[src/rtl/dfr_pkg.sv]
// Shared types and constants for the fill-rectangle byte stream block.
// No dependencies.
`default_nettype none

package dfr_pkg;

  localparam int unsigned DIM_W       = 9;
  localparam int unsigned COLOR_W     = 16;
  localparam int unsigned IN_TDATA_W  = 56;  // 4*9 + 16 = 52, padded to bytes
  localparam int unsigned OUT_TDATA_W = 8;
  localparam int unsigned OUT_TUSER_W = 2;
  localparam int unsigned PBC_W       = 10;
  localparam int unsigned BIDX_W      = 3;

  localparam logic CMD_LOAD = 1'b0;
  localparam logic CMD_PULL = 1'b1;

  localparam logic [7:0] DCS_COLUMN_SET   = 8'h2A;
  localparam logic [7:0] DCS_ROW_SET      = 8'h2B;
  localparam logic [7:0] DCS_MEMORY_WRITE = 8'h2C;

  typedef enum logic [2:0] {
    PH_COL = 3'b001,
    PH_ROW = 3'b010,
    PH_MEM = 3'b100
  } phase_t;

  typedef struct packed {
    logic               cmd;
    logic [DIM_W-1:0]   x;
    logic [DIM_W-1:0]   y;
    logic [DIM_W-1:0]   width;
    logic [DIM_W-1:0]   height;
    logic [COLOR_W-1:0] color;
  } in_item_t;

  typedef struct packed {
    logic [7:0] out_byte;
    logic       is_data;
    logic       end_of_command;
    logic       last;
  } out_item_t;

endpackage

`default_nettype wire

[src/rtl/display_fill_rect_byte_stream.sv]
// Fill-rectangle byte stream generator, top level.
// Depends on dfr_pkg, dfr_in_reg, dfr_engine, dfr_out_reg.
//
// A load request (tuser 0) stores a rectangle and colour; each pull request
// (tuser 1) yields the next byte of the display command stream: per row a
// column set (0x2A, start, end), a row set (0x2B, row, row) and a memory
// write (0x2C, then width colour pairs, high byte first). Requests are taken
// one per clock while the output is not stalled; a byte passes from the input
// register through the one-step sequencer to the result register before it is
// presented. A pull while idle and a load of zero width or height give no
// output. Loading a non-empty rectangle while one is in progress restarts the
// stream with the new one.
`default_nettype none

module display_fill_rect_byte_stream #(
  parameter int unsigned MAX_DIM = 320
) (
  input  wire logic                              clk,
  input  wire logic                              rst,
  input  wire logic                              s_axis_tvalid,
  output logic                                   s_axis_tready,
  // [8:0] x, [17:9] y, [26:18] width, [35:27] height, [51:36] color, rest 0
  input  wire logic [dfr_pkg::IN_TDATA_W-1:0]    s_axis_tdata,
  // [0] cmd
  input  wire logic                              s_axis_tuser,
  output logic                                   m_axis_tvalid,
  input  wire logic                              m_axis_tready,
  // [7:0] out_byte
  output logic [dfr_pkg::OUT_TDATA_W-1:0]        m_axis_tdata,
  // [0] is_data, [1] end_of_command
  output logic [dfr_pkg::OUT_TUSER_W-1:0]        m_axis_tuser,
  output logic                                   m_axis_tlast
);
  import dfr_pkg::*;

  logic      in_valid;
  in_item_t  in_item;
  logic      free;
  logic      step;
  logic      res_valid;
  out_item_t res;

  assign step = in_valid && free;

  dfr_in_reg u_in (
    .clk           (clk),
    .rst           (rst),
    .s_axis_tvalid (s_axis_tvalid),
    .s_axis_tready (s_axis_tready),
    .s_axis_tdata  (s_axis_tdata),
    .s_axis_tuser  (s_axis_tuser),
    .take          (free),
    .valid         (in_valid),
    .item          (in_item)
  );

  dfr_engine #(
    .MAX_DIM (MAX_DIM)
  ) u_engine (
    .clk       (clk),
    .rst       (rst),
    .step      (step),
    .item      (in_item),
    .res_valid (res_valid),
    .res       (res)
  );

  dfr_out_reg u_out (
    .clk           (clk),
    .rst           (rst),
    .load          (res_valid),
    .res           (res),
    .free          (free),
    .m_axis_tvalid (m_axis_tvalid),
    .m_axis_tready (m_axis_tready),
    .m_axis_tdata  (m_axis_tdata),
    .m_axis_tuser  (m_axis_tuser),
    .m_axis_tlast  (m_axis_tlast)
  );

endmodule

`default_nettype wire

[src/rtl/dfr_in_reg.sv]
// Input register: captures one request transfer and unpacks its fields.
// Depends on dfr_pkg.
`default_nettype none

module dfr_in_reg (
  input  wire logic                             clk,
  input  wire logic                             rst,
  input  wire logic                             s_axis_tvalid,
  output logic                                  s_axis_tready,
  input  wire logic [dfr_pkg::IN_TDATA_W-1:0]   s_axis_tdata,
  input  wire logic                             s_axis_tuser,
  input  wire logic                             take,
  output logic                                  valid,
  output dfr_pkg::in_item_t                     item
);
  import dfr_pkg::*;

  logic     valid_next;
  in_item_t item_next;

  assign s_axis_tready = !valid || take;

  always_comb begin
    item_next.cmd    = s_axis_tuser;
    item_next.x      = s_axis_tdata[8:0];
    item_next.y      = s_axis_tdata[17:9];
    item_next.width  = s_axis_tdata[26:18];
    item_next.height = s_axis_tdata[35:27];
    item_next.color  = s_axis_tdata[51:36];
    valid_next       = s_axis_tready ? s_axis_tvalid : valid;
  end

  always_ff @(posedge clk) begin
    if (rst) begin
      valid <= 1'b0;
    end else begin
      valid <= valid_next;
    end
  end

  always_ff @(posedge clk) begin
    if (s_axis_tready && s_axis_tvalid) begin
      item <= item_next;
    end
  end

endmodule

`default_nettype wire

[src/rtl/dfr_engine.sv]
// Stream sequencer: rectangle state plus the per-item next-byte logic.
// Depends on dfr_pkg.
`default_nettype none

module dfr_engine #(
  parameter int unsigned MAX_DIM = 320
) (
  input  wire logic        clk,
  input  wire logic        rst,
  input  wire logic        step,
  input  wire dfr_pkg::in_item_t item,
  output logic             res_valid,
  output dfr_pkg::out_item_t res
);
  import dfr_pkg::*;

  // 9-bit inputs cannot exceed 511, so a larger cap never bites
  localparam int unsigned    DimCapInt = (MAX_DIM > 511) ? 511 : MAX_DIM;
  localparam logic [DIM_W-1:0] DimCap = DIM_W'(DimCapInt);

  logic                busy, busy_next;
  phase_t              phase, phase_next;
  logic [BIDX_W-1:0]   byte_index, byte_index_next;
  logic [PBC_W-1:0]    pixel_byte_count, pixel_byte_count_next;
  logic [DIM_W-1:0]    row_count, row_count_next;
  logic [DIM_W-1:0]    saved_x, saved_y, saved_width, saved_height;
  logic [COLOR_W-1:0]  saved_color;

  logic                load_ok;
  logic [DIM_W-1:0]    w_cap, h_cap;
  logic [9:0]          col_end, row_addr;
  logic [15:0]         first, second, addr_val;
  logic [BIDX_W-1:0]   k;
  logic [PBC_W-1:0]    pbc_inc;
  logic [9:0]          row_inc;

  always_comb begin
    w_cap    = (item.width > DimCap) ? DimCap : item.width;
    h_cap    = (item.height > DimCap) ? DimCap : item.height;
    load_ok  = (item.width != '0) && (item.height != '0);
    col_end  = {1'b0, saved_x} + {1'b0, saved_width} - 10'd1;
    row_addr = {1'b0, saved_y} + {1'b0, row_count};
    first    = (phase == PH_COL) ? {7'd0, saved_x} : {6'd0, row_addr};
    second   = (phase == PH_COL) ? {6'd0, col_end} : {6'd0, row_addr};
    k        = (byte_index > BIDX_W'(4)) ? BIDX_W'(4) : byte_index;
    addr_val = (k <= BIDX_W'(2)) ? first : second;
    pbc_inc  = pixel_byte_count + PBC_W'(1);
    row_inc  = {1'b0, row_count} + 10'd1;

    busy_next             = busy;
    phase_next            = phase;
    byte_index_next       = byte_index;
    pixel_byte_count_next = pixel_byte_count;
    row_count_next        = row_count;
    res_valid             = 1'b0;
    res                   = '0;

    if (step && item.cmd == CMD_LOAD) begin
      if (load_ok) begin
        busy_next             = 1'b1;
        phase_next            = PH_COL;
        byte_index_next       = '0;
        pixel_byte_count_next = '0;
        row_count_next        = '0;
      end
    end else if (step && busy) begin
      res_valid = 1'b1;
      case (phase)
        PH_COL, PH_ROW: begin
          if (byte_index == '0) begin
            res.out_byte    = (phase == PH_COL) ? DCS_COLUMN_SET : DCS_ROW_SET;
            byte_index_next = BIDX_W'(1);
          end else begin
            res.is_data  = 1'b1;
            res.out_byte = k[0] ? addr_val[15:8] : addr_val[7:0];
            if (k == BIDX_W'(4)) begin
              res.end_of_command = 1'b1;
              byte_index_next    = '0;
              phase_next         = (phase == PH_COL) ? PH_ROW : PH_MEM;
            end else begin
              byte_index_next = k + BIDX_W'(1);
            end
          end
        end
        default: begin
          if (byte_index == '0) begin
            res.out_byte          = DCS_MEMORY_WRITE;
            byte_index_next       = BIDX_W'(1);
            pixel_byte_count_next = '0;
          end else begin
            res.is_data           = 1'b1;
            res.out_byte          = pixel_byte_count[0] ? saved_color[7:0]
                                                        : saved_color[15:8];
            pixel_byte_count_next = pbc_inc;
            if (pbc_inc >= {saved_width, 1'b0}) begin
              res.end_of_command    = 1'b1;
              pixel_byte_count_next = '0;
              byte_index_next       = '0;
              phase_next            = PH_COL;
              if (row_inc >= {1'b0, saved_height}) begin
                res.last       = 1'b1;
                busy_next      = 1'b0;
                row_count_next = '0;
              end else begin
                row_count_next = row_inc[DIM_W-1:0];
              end
            end
          end
        end
      endcase
    end
  end

  always_ff @(posedge clk) begin
    if (rst) begin
      busy             <= 1'b0;
      phase            <= PH_COL;
      byte_index       <= '0;
      pixel_byte_count <= '0;
      row_count        <= '0;
    end else begin
      busy             <= busy_next;
      phase            <= phase_next;
      byte_index       <= byte_index_next;
      pixel_byte_count <= pixel_byte_count_next;
      row_count        <= row_count_next;
    end
  end

  // rectangle payload, written only by an accepted non-empty load
  always_ff @(posedge clk) begin
    if (step && item.cmd == CMD_LOAD && load_ok) begin
      saved_x      <= item.x;
      saved_y      <= item.y;
      saved_width  <= w_cap;
      saved_height <= h_cap;
      saved_color  <= item.color;
    end
  end

endmodule

`default_nettype wire

[src/rtl/dfr_out_reg.sv]
// Result register: holds one byte transfer until the sink takes it.
// Depends on dfr_pkg.
`default_nettype none

module dfr_out_reg (
  input  wire logic                              clk,
  input  wire logic                              rst,
  input  wire logic                              load,
  input  wire dfr_pkg::out_item_t                res,
  output logic                                   free,
  output logic                                   m_axis_tvalid,
  input  wire logic                              m_axis_tready,
  output logic [dfr_pkg::OUT_TDATA_W-1:0]        m_axis_tdata,
  output logic [dfr_pkg::OUT_TUSER_W-1:0]        m_axis_tuser,
  output logic                                   m_axis_tlast
);
  import dfr_pkg::*;

  logic      valid, valid_next;
  out_item_t held;

  assign free          = !valid || m_axis_tready;
  assign valid_next    = load || (valid && !m_axis_tready);
  assign m_axis_tvalid = valid;
  assign m_axis_tdata  = held.out_byte;
  assign m_axis_tuser  = {held.end_of_command, held.is_data};
  assign m_axis_tlast  = held.last;

  always_ff @(posedge clk) begin
    if (rst) begin
      valid <= 1'b0;
    end else begin
      valid <= valid_next;
    end
  end

  always_ff @(posedge clk) begin
    if (load) begin
      held <= res;
    end
  end

endmodule

`default_nettype wire

[config.mk]
export PLATFORM = sky130hd
export DESIGN_NAME = display_fill_rect_byte_stream
export DESIGN_NICKNAME = d
export VERILOG_FILES = /design/src/rtl/dfr_pkg.sv /design/src/rtl/display_fill_rect_byte_stream.sv /design/src/rtl/dfr_in_reg.sv /design/src/rtl/dfr_engine.sv /design/src/rtl/dfr_out_reg.sv
export SDC_FILE = /design/constraint.sdc
export NUM_CORES = 1
export LEC_CHECK = 0
export BUFFER_PORTS_ARGS = -buffer_cell sky130_fd_sc_hd__buf_2
export CAP_MARGIN = 5
export CORE_MARGIN = 4
export CORE_UTILIZATION = 57
export DETAILED_ROUTE_END_ITERATION = 10
export HOLD_SLACK_MARGIN = 0.06
export PLACE_DENSITY = 0.78
export SYNTH_ARGS = -nofsm -noshare
export SYNTH_HDL_FRONTEND = slang
export SYNTH_SLANG_ARGS = --single-unit
[constraint.sdc]
create_clock -name clk -period 4.4 [get_ports clk]
set_clock_uncertainty 0.05 [all_clocks]
set_input_delay 0.22 -clock clk [delete_from_list [all_inputs] [get_ports clk]]
set_output_delay 0.22 -clock clk [all_outputs]
set_load 0.03 [all_outputs]
==> impl_metrics.yaml <==
cts:
  cts_made_buffers: 17
  insertion_delay_ns: 0.43
  tritoncts: "done"
  cts.sinks: 144
  h-tree-depth: 4
  post_cts_buffers: 0
  cts_resized: 0
  cts-root-buf: "clkbuf_16"
  clockBufferDepth: 2
  clkTransAtPathRegs_ns: 0.06
timing:
  max-slew-margin-rel: 0.3483
  hold_viol_final: 0
  setup_viol: 0
  fmax_mhz: 283.8
  holdWs_ns: 0.1001
  tns_ns: 0
  rsz0062_at_grt: "false"
  fin_crit_ns: 3.524
  period_share: 0.8008
  finalMaxSlewViolations: 0
  worst_slew_pin_slew_ns: 0.9756
place:
  gp_congestion: 0.9160
  port-buffer-count: 69
  hpwlAfterDp_um: 10310
  placed_cell_area_sq_um: 7595
  placed_cells_incl_taps: 829
route:
  wl_per_cell_um: 16.91
  drt-initial-drc-count: 418
  drt_wl_total_um: 15460
  drc: 0
  first_pass_iters: 5
  vias: 5092
  viasPerCell: 5.571
  antenna_left: 0
setup_path:
  reg2reg_from: "u_engine.pixel_byte_count[0]$_SDFFE_PP0P_"
  end_kind: "register"
  required_ns: 4.65
  path_cells: "ha_1 -> nand3_1 -> nor2_1 -> nand3_1 -> xnor2_1 -> ha_1 -> o21ai_0 -> o21bai_1 -> o211ai_2 -> a221oi_2 -> or2_1 -> o21ai_0"
  setup.worst_path.start: "u_engine.pixel_byte_count[0]$_SDFFE_PP0P_"
  arrival_ns: 3.77
  path_class: "register to register"
  start_kind: "register"
  crit_slowest_cell: "a221oi_2"
  critPathMaxFanout: 13
  r2r_slack_ns: 0.88
  cpPeakStageDelay_ns: 0.75
  reg2reg_depth: 12
worst_hold_path:
  worstHoldStart: "rst"
  min_path_cells: 2
  hold_path.class: "input port to register"
floorplanning:
  core_sq_um: 12060
  die_area_sq_um: 14250
  die_x_um: 119.4
  die_h_um: 119.4
  io_pins: 74
  rows: 40
  initial_core_util: 0.5861
grt:
  grt_max_degree: 54
  grt_antenna_before_repair: 0
  grt_overflow: 0
  grt.total_usage: 0.2304
  grt_first_pass_wirelength_um: 25240
  grt_pass1_vias: 5106
synth:
  netlist_area_sq_um: 7069
  ys_types: 62
  syn-mean-instance-area_sq_um: 11.74
  yosysSeqAreaShare: 0.5720
  syn-num-nets: 714
  synth-main-ff-cell: "edfxtp_1"
  synth_edf_count: 116
  synth_seq_cells: 144
  yosysWarnings: 0
  async_reset_ff_frac: 0
  synthCells: 602
layout:
  n_antenna_cell: 0
  area_growth_pct: 23.13
  drive_gt1_frac: 0.1716
  stdcell_area_sq_um: 8705
  nets: 846
  stdcell_count: 914
pwr:
  cellLeakagePower_nw: 3.542
  peakVddDrop_uv: 316.4
  p_per_area_nw_per_um2: 358.9
run:
  drv_cap: 0
outcome:
  status: "finished clean"
-- cell families after synthesis --
| kind of cell | after synthesis | share of synthesized area |
|---|---|---|
| DFF | 144 | 0.5720 |
| xor gates and xnor gates | 16 | 0.01982 |
| buffers and inverters | 74 | 0.04106 |
| AOI/OAI and AO/OA | 142 | 0.1395 |
| muxes | 9 | 0.01363 |
| adders and majority gates | 51 | 0.09239 |
| and+or+nand+nor | 166 | 0.1216 |
-- cells in the mapped netlist, drive strengths merged (14+ instances only) --
cell,count,area share
inv,60,0.032
nor3,15,0.013
a21oi,30,0.022
nand3,18,0.013
and2,15,0.013
dfxtp,28,0.079
edfxtp,116,0.49
nor2,38,0.020
nand2b,14,0.012
ha,49,0.087
nand2,28,0.015
o21ai,38,0.027
-- area by class of cell --
cell class	count	area [sq um]
clock buffer	19	432.9
clock inverter	12	136.4
fill	820	3357
inverter	61	229.0
multi-input combinational	384	2744
sequential	144	4044
tap	168	210.2
timing repair buffer	126	908.4
-- per-layer routing --
layer  wire (um)  vias up  global-route usage
met5           0        -                   0
met2        7756      151              0.3875
met4         328        0             0.08304
li1            -     2484                   -
met1        6586     2432              0.2904
met3         786       25             0.05651
-- critical path, delay by kind of cell, from the launching register on --
family                     cells  cell delay, ns
AOI/OAI and AO/OA              5            1.39
xor gates and xnor gates       1            0.20
adders and majority gates      2            0.47
DFF                            1            0.40
and+or+nand+nor                4            0.87
-- path summary, 6_finish.rpt --
path / to
min: u_engine.pixel_byte_count[8]$_SDFFE_PP0P_
min reg2reg: u_engine.saved_x[5]$_DFFE_PP_
max reg2reg: u_engine.row_count[6]$_SDFFE_PP0P_
max: u_engine.row_count[6]$_SDFFE_PP0P_
-- state kept, by name, indices dropped and copies added (netlist names), 9 cells and up --
signal                     flops
u_engine.pixel_byte_count     10
u_engine.row_count             9
u_engine.saved_color          16
u_engine.saved_height          9
u_engine.saved_width           9
u_engine.saved_x               9
u_engine.saved_y               9
u_in.item                     53
-- placed cells by master (no fill, tap or decap), types with 4 or more instances in the layout --
cell type / instances
inv_1: 59
and2_1: 14
a211oi_1: 8
dfxtp_1: 28
nor3_1: 13
dlygate4sd3_1: 54
o21bai_1: 5
nand2b_1: 14
o211ai_1: 10
xnor2_1: 10
edfxtp_1: 116
clkbuf_16: 17
mux2_2: 5
o21a_1: 8
a21oi_1: 29
clkinv_4: 4
nor4_1: 7
buf_2: 69
nand2_1: 28
o21ai_1: 4
nor2_1: 37
mux2i_1: 4
o211a_1: 4
xor2_1: 6
a21o_1: 8
nand3_1: 18
o21ai_0: 34
nor2b_1: 6
or2_2: 9
or3_1: 5
ha_1: 49
-- repair_timing --
action                     4_1_cts  5_1_grt
hold endpoints to repair        54        0
hold buffers                    54        0
setup endpoints to repair        0        0
-- through the flow --
step / setup WS (ns) / total power [W] / utilization
floorplan: 0.5767 / 0.001666 / -
global placement: 0.9572 / 0.001715 / 0.6297
CTS: 0.8755 / 0.003135 / 0.7217
finish: 0.8764 / 0.003124 / 0.7217
detailed placement: 0.8887 / 0.001725 / 0.6297
global route: 0.5018 / 0.003230 / 0.7217
-- report_power, final --
group          internal (W)  switching (W)  total (W)  leakage [nW]
registers           0.00152      0.0000174    0.00154          1.33
logic             0.0000955       0.000102   0.000198          1.94
clock network      0.000833       0.000553    0.00139         0.271
total               0.00245       0.000673    0.00312          3.54
Power figures use the tool's default switching activity.
